**src/hw/rtl/positional_list_with_sort_top_defines.svh**
```systemverilog
// Assertion macros for the positional list
`ifndef POSITIONAL_LIST_WITH_SORT_TOP_DEFINES_SVH
`define POSITIONAL_LIST_WITH_SORT_TOP_DEFINES_SVH

// same-cycle implication
`define PLS_ASSERT_NOW(lbl, ante, cons, msg) \
    lbl: assert property (@(posedge i_clk) disable iff (!i_rst_n) (ante) |-> (cons)) \
        else $error(msg);

// next-cycle implication
`define PLS_ASSERT_NXT(lbl, ante, cons, msg) \
    lbl: assert property (@(posedge i_clk) disable iff (!i_rst_n) (ante) |=> (cons)) \
        else $error(msg);

`endif

```
**src/hw/rtl/pls_pkg.sv**
```systemverilog
`timescale 1ns / 1ps
package pls_pkg;

    localparam logic [2:0] OP_INSERT  = 3'd0;
    localparam logic [2:0] OP_REMOVE  = 3'd1;
    localparam logic [2:0] OP_READ    = 3'd2;
    localparam logic [2:0] OP_REPLACE = 3'd3;
    localparam logic [2:0] OP_CLEAR   = 3'd4;
    localparam logic [2:0] OP_SORT    = 3'd5;

    typedef enum logic [2:0] {
        ACT_HOLD,
        ACT_INS,
        ACT_REM,
        ACT_WR,
        ACT_SORT
    } t_act;

    typedef struct packed {
        t_act act;
        logic odd;
    } t_cell_ctl;

endpackage

```
**src/hw/rtl/pls_cell.sv**
```systemverilog
`timescale 1ns / 1ps
module pls_cell import pls_pkg::*; #(
    parameter int CAPACITY   = 64,
    parameter int DATA_WIDTH = 16,
    parameter int IDX        = 0
) (
    input  logic                          i_clk,
    input  t_cell_ctl                     i_ctl,
    input  logic [$clog2(CAPACITY+2)-1:0] i_pidx,
    input  logic [$clog2(CAPACITY+1)-1:0] i_held,
    input  logic [DATA_WIDTH-1:0]         i_value,
    input  logic [DATA_WIDTH-1:0]         i_left,
    input  logic [DATA_WIDTH-1:0]         i_right,
    input  logic                          i_swap_left,
    output logic [DATA_WIDTH-1:0]         o_data,
    output logic [DATA_WIDTH-1:0]         o_rd,
    output logic                          o_swap_right
);

    localparam int PW = $clog2(CAPACITY + 2);
    localparam int CW = $clog2(CAPACITY + 1);
    localparam logic [PW-1:0] MY_IDX  = PW'(IDX);
    localparam logic [CW-1:0] MY_NEXT = CW'(IDX + 1);
    localparam logic          MY_ODD  = 1'(IDX % 2);

    logic [DATA_WIDTH-1:0] r_data;
    logic [DATA_WIDTH-1:0] n_data;

    // odd-even transposition: this cell owns the pair with its right neighbor
    assign o_swap_right = (i_ctl.act == ACT_SORT) && (i_ctl.odd == MY_ODD) &&
                          (MY_NEXT < i_held) && (r_data > i_right);

    always_comb begin
        n_data = r_data;
        case (i_ctl.act)
            ACT_INS: begin
                if (MY_IDX == i_pidx) begin
                    n_data = i_value;
                end else if (MY_IDX > i_pidx) begin
                    n_data = i_left;
                end
            end
            ACT_REM: begin
                if (MY_IDX >= i_pidx) begin
                    n_data = i_right;
                end
            end
            ACT_WR: begin
                if (MY_IDX == i_pidx) begin
                    n_data = i_value;
                end
            end
            ACT_SORT: begin
                if (o_swap_right) begin
                    n_data = i_right;
                end else if (i_swap_left) begin
                    n_data = i_left;
                end
            end
            default: begin
                n_data = r_data;
            end
        endcase
    end

    always_ff @(posedge i_clk) begin
        r_data <= n_data;
    end

    assign o_data = r_data;
    assign o_rd   = (MY_IDX == i_pidx) ? r_data : '0;

endmodule

```
**config.mk**
```make
export PLATFORM = sky130hd
export DESIGN_NAME = pls_cell
export DESIGN_NICKNAME = d
export VERILOG_FILES = /design/src/hw/rtl/positional_list_with_sort_top_defines.svh /design/src/hw/rtl/pls_pkg.sv /design/src/hw/rtl/pls_cell.sv
export SDC_FILE = /design/constraint.sdc
export NUM_CORES = 1
export LEC_CHECK = 0
export BUFFER_PORTS_ARGS = -buffer_cell sky130_fd_sc_hd__buf_2
export CAP_MARGIN = 15
export CORE_ASPECT_RATIO = 1.5
export CORE_MARGIN = 2
export CORE_UTILIZATION = 47
export DETAILED_ROUTE_END_ITERATION = 16
export PLACE_DENSITY = 0.86
export SLEW_MARGIN = 5
export SYNTH_ARGS = -nofsm -noshare
export SYNTH_HDL_FRONTEND = slang
export SYNTH_SLANG_ARGS = --single-unit
```
**constraint.sdc**
```tcl
create_clock -name i_clk -period 10.75 [get_ports i_clk]
set_input_delay 0.5375 -clock i_clk [delete_from_list [all_inputs] [get_ports i_clk]]
set_output_delay 0.5375 -clock i_clk [all_outputs]
set_load 0.005 [all_outputs]
```
### Word level (Yosys, flattened, before mapping)

Index checks and enable logic that the tools add are counted.

| word-level totals | value |
|---|---|
| input port bits | 68 |
| output and inout bits | 33 |
| bits in registers | 16 |
| logic and storage cells | 28 |

| cells by class | value |
|---|---|
| bitwise operators | 1 |
| equality and inequality tests | 8 |
| order comparisons | 4 |
| reductions and logical operators | 6 |
| multiplexer cells | 8 |

Operator list:

| operator | count |
|---|---|
| $mux 16 | 7 |
| $pmux 16 s4 | 1 |
| $gt 16x16->1 | 1 |
| $ge 1x7->1 const A | 1 |
| $gt 1x7->1 const A | 1 |
| $logic_not 7->1 | 1 |
| $lt 1x7->1 const A | 1 |
| $eq 3x2->1 const B | 2 |
| $ne 3x3->1 const B | 2 |
| $reduce_and 5->1 | 1 |
| $ne 2x2->1 const B | 2 |
| $reduce_bool 4->1 | 1 |
| $eq 3x1->1 const B | 1 |
| $eq 3x3->1 const B | 1 |
| $logic_and 1x1->1 | 3 |
| $not 1->1 | 1 |

### Longest topological paths before layout

| depth | value |
|---|---|
| word-level depth | 6 |
| depth in mapped cells | 10 |
| mapped depth without buffers | 8 |

### Worst setup path after synthesis

OpenSTA, ideal clock, no wires.

| path | value |
|---|---|
| path type | input to register |
| start point | input i_right[15] |
| end point | register r_data[0] (netlist: o_data[0]) (enable) |
| arrival time | 3.173 ns |
| slack | 7.166 ns |
| path buffers | 2 |
| data required time | 10.339 ns |
| library setup time | 0.411 ns |
| stages | 9 |
| cells stage by stage | inv_1 ha_1 nand4_1 a2111oi_0 o41a_1 buf_2 buf_2 nor2_1 o21ai_0 |

| between the ends | value |
|---|---|
| word-level cells in the longest chain between the ends | 4 |

RTL lines:

| element | line | RTL |
|---|---|---|
| start: declaration | pls_cell.sv:13 | `input logic [DATA_WIDTH-1:0] i_right,` |
| $gt 16x16->1 | pls_cell.sv:31 | `(MY_NEXT < i_held) && (r_data > i_right);` |
| $logic_and 1x1->1 | pls_cell.sv:31 |  |
| via o_swap_right | pls_cell.sv:17 | `output logic o_swap_right` |
| $ne 3x3->1 (no line) | n/a |  |
| $reduce_and 5->1 (no line) | n/a |  |
| end signal: assignment | pls_cell.sv:67 | `r_data <= n_data;` |
| end: declaration | pls_cell.sv:26 | `logic [DATA_WIDTH-1:0] r_data;` |

The timed path passes the listed nets, and every way through them passes these cells.
A chain may end at the register's enable or synchronous reset.

### Final worst setup path

| path | value |
|---|---|
| start point | register r_data[15] (netlist: o_data[15]) |
| end point | output o_swap_right |

| between the ends | value |
|---|---|
| word-level cells in the longest chain between the ends | 2 |

RTL lines:

| element | line |
|---|---|
| $gt 16x16->1 | pls_cell.sv:31 |
| $logic_and 1x1->1 | pls_cell.sv:31 |
| end: declaration | pls_cell.sv:17 |

No other way between the ends.

==> run summary <==
status -> completed
Final min period -> 3160 ps
EDFF count, synth -> 16
Synth Area in XOR/XNOR -> 0
Post-Synth Adder-Cell Area -> 0.119
Global Route Usage Sum -> 0.238
die footprint -> 4080 um^2
Core Rows -> 26
Slew Limit Fails -> 0
clock share of power -> 0.268
Comb power frac -> 0.306
WL per Instance -> 13.8 um
DRC errors left -> 0
Clock transition at path regs -> 60 ps
Final setup viols -> 0
CTS Hold Bufs -> 0
Critical Path RT -> 10210 ps
Max-Cap Viols -> 0
Max-Slew Margin vs Limit -> 0.236
Routability Congestion -> 0.796
Least-Margin Pin Slew -> 1140 ps
CP arrival -> 2630 ps
P_int -> 0.122 mW
TritonCTS clock tree -> done
mux cell area share after synthesis -> 0.0134
Setup crit start -> o_data[15]
sequential fraction of the synthesis area -> 0.286
yosys synthesis warning count -> 0
router iterations before antenna repair -> 4
asr flop ratio synth -> 0
vias in the first global route -> 1767
complex-gate fraction of the synthesized area -> 0.208
initial antenna violation count -> 0
Sw Share -> 0.282
Clk Latency, worst-skew pair -> 250 ps
Post-Synthesis Cells -> 211
synthesized area per cell -> 7.98 um^2
Hold Path Origin -> i_left[5]
I/O Buffers -> 99
Post-Synth Simple-Gate Area -> 0.294
Clock Sinks -> 16
Layout Nets -> 387
largest net degree at the start of global routing -> 20
Seq cells post-synth -> 16
Worst Skew -> 3.09 ps
DR vias -> 1927
Pleak -> 1.12 nW
postcts setup bufs -> 0
Final Power -> 0.171 mW
Top FF cell, synth -> edfxtp_1
Largest register FFs -> 16
Detailed Route Iter0 Violations -> 57
die height -> 77.3 um
WL final -> 4.76 mm
H-tree depth -> 1
Setup crit end kind -> output port
kind of critical path -> reg -> out
crit share post-route -> 0.294
initial cell density of the core -> 0.493
crit-path max FO -> 19
Reg-to-Reg Start -> o_data[15]
Root Buffer -> clkbuf_8
hold violation count in the final report -> 0
vias per cell -> 5.60
synthesized area -> 1680 um^2
main combinational cell family by area after synthesis -> simple AND/OR/NAND/NOR gates
RSZ-0062 raised after global routing -> no
Resized Gates After CTS -> 0
Layout Area Growth over Synthesis -> 31.3%
ant diodes -> 0
aggregate global routing overflow -> 0
global-route wire length before repair -> 7.60 mm
Power Density -> 77.2 nW/um^2
Sequential Power Share -> 0.426
core area -> 3420 um^2
VDD IR max -> 0.0000519 V
Placed Cells -> 340
Longest Clk Path Bufs -> 2
HPWL after DPL -> 3.79 mm
Antenna Nets Post-Route -> 0
setup TNS -> 0 ps
Switch Pwr -> 0.0481 mW
CTS buffer count -> 3
I/O Pins -> 101
Syn Nets -> 295
Die W -> 52.9 um
Peak Freq -> 0.316 GHz
Hold Crit Class -> in -> reg
Post-Layout Cell Count -> 344
synth unique cells -> 31
share of cells above drive strength 1 -> 0.377
type of origin of the critical path -> register
Fill cells -> 325
[Yosys cell counts (3+ instances only)]
cell | number | area, um^2
a21oi_1 | 6 | 30.0
a221o_1 | 16 | 160
and2_1 | 9 | 56.3
and2_2 | 7 | 52.6
buf_2 | 5 | 25.0
clkbuf_1 | 5 | 18.8
edfxtp_1 | 16 | 480
ha_1 | 16 | 200
inv_1 | 16 | 60.1
nand2_1 | 3 | 11.3
nand4_1 | 4 | 25.0
nor2_1 | 67 | 251
o22ai_1 | 16 | 100
[metal layers]
| layer | track usage | part of all wire | wire, um |
|---|---|---|---|
| met1 | 0.290 | 0.37 | 1780 |
| met2 | 0.421 | 0.53 | 2520 |
| met3 | 0.0136 | 0.075 | 355 |
| met4 | 0.0897 | 0.023 | 109 |
| met5 | 0 | 0 | 0 |
[layout make-up]
cell class / count / area [um^2] / share of cell area
well taps: 42 / 52.6 / 0.0238
flip-flops and latches: 16 / 480 / 0.217
clock buffers: 3 / 41.3 / 0.0187
multi-input cells: 166 / 1070 / 0.484
clock inverters: 1 / 3.75 / 0.00170
repair buffers: 100 / 503 / 0.228
inverters: 16 / 60.1 / 0.0272
[cell families after synthesis]
family,after synthesis
AND/OR/NAND/NOR,103
buffers and inverters,29
adder cells (fa/ha/maj),16
flip-flops,16
AO/OA/AOI/OAI,46
multiplexers,1
[power by group through the flow]
stage / Clock (mW) / Combinational [mW] / Sequential, mW
6_report: 0.0456 / 0.0522 / 0.0727
5_1_grt: 0.0486 / 0.0583 / 0.0729
4_1_cts: 0.0461 / 0.0520 / 0.0727
3_5_place_dp: 0 / 0.0518 / 0.0740
3_3_place_gp: 0 / 0.0502 / 0.0740
2_1_floorplan: 0 / 0.0308 / 0.0740
[final timing paths]
| kind | slack, ps | to | cells past startpoint |
|---|---|---|---|
| setup / recovery | 7590 | o_swap_right | 5 |
| hold / removal | 600 | o_data[5] | 2 |
| setup reg to reg | 7680 | o_data[11] | 6 |
| hold reg to reg | 1690 | o_data[4] | 5 |
[cell usage in the layout (no fill, tap or decap)]
cell type / netlist / layout
nor4_1: 2 / 2
o21ai_0: 2 / 1
or4_4: 1 / 1
buf_4: 1 / 1
o21ai_1: 0 / 1
or4_1: 1 / 1
edfxtp_1: 16 / 16
inv_1: 16 / 16
nand2_1: 3 / 3
o22ai_1: 16 / 16
and2_1: 9 / 9
o41a_1: 1 / 1
nand3_1: 2 / 2
a211oi_1: 1 / 1
a221o_1: 16 / 16
nor4_4: 1 / 1
nor3_1: 1 / 1
mux2i_4: 1 / 1
nor2_1: 67 / 67
nand4_1: 4 / 4
nor2_2: 1 / 1
nor2b_1: 2 / 2
o211ai_1: 1 / 1
nand2b_1: 2 / 2
and2_2: 7 / 7
a2111oi_0: 1 / 1
buf_2: 5 / 99
clkbuf_8: 0 / 3
a21oi_1: 6 / 6
a21o_1: 2 / 2
clkinv_1: 0 / 1
ha_1: 16 / 16
[worst max-delay path: stages, from the launching register on]
cell and delay (ps):
edfxtp_1 430, ha_1 340, nand4_1 180, a2111oi_0 430, o41a_1 740, buf_2 240
[metrics by stage]
step / setup slack [ps] / instance area (um^2) / hold WS, ps / util
floorplan: 7170 / 1680 / 752 / -
global placement: 7530 / 2160 / 858 / 0.634
detailed placement: 7480 / 2160 / 856 / 0.634
CTS: 7620 / 2210 / 598 / 0.647
global route: 7260 / 2210 / 612 / 0.647
finish: 7590 / 2210 / 602 / 0.647
Note: power is estimated with default switching activity, not from simulation.
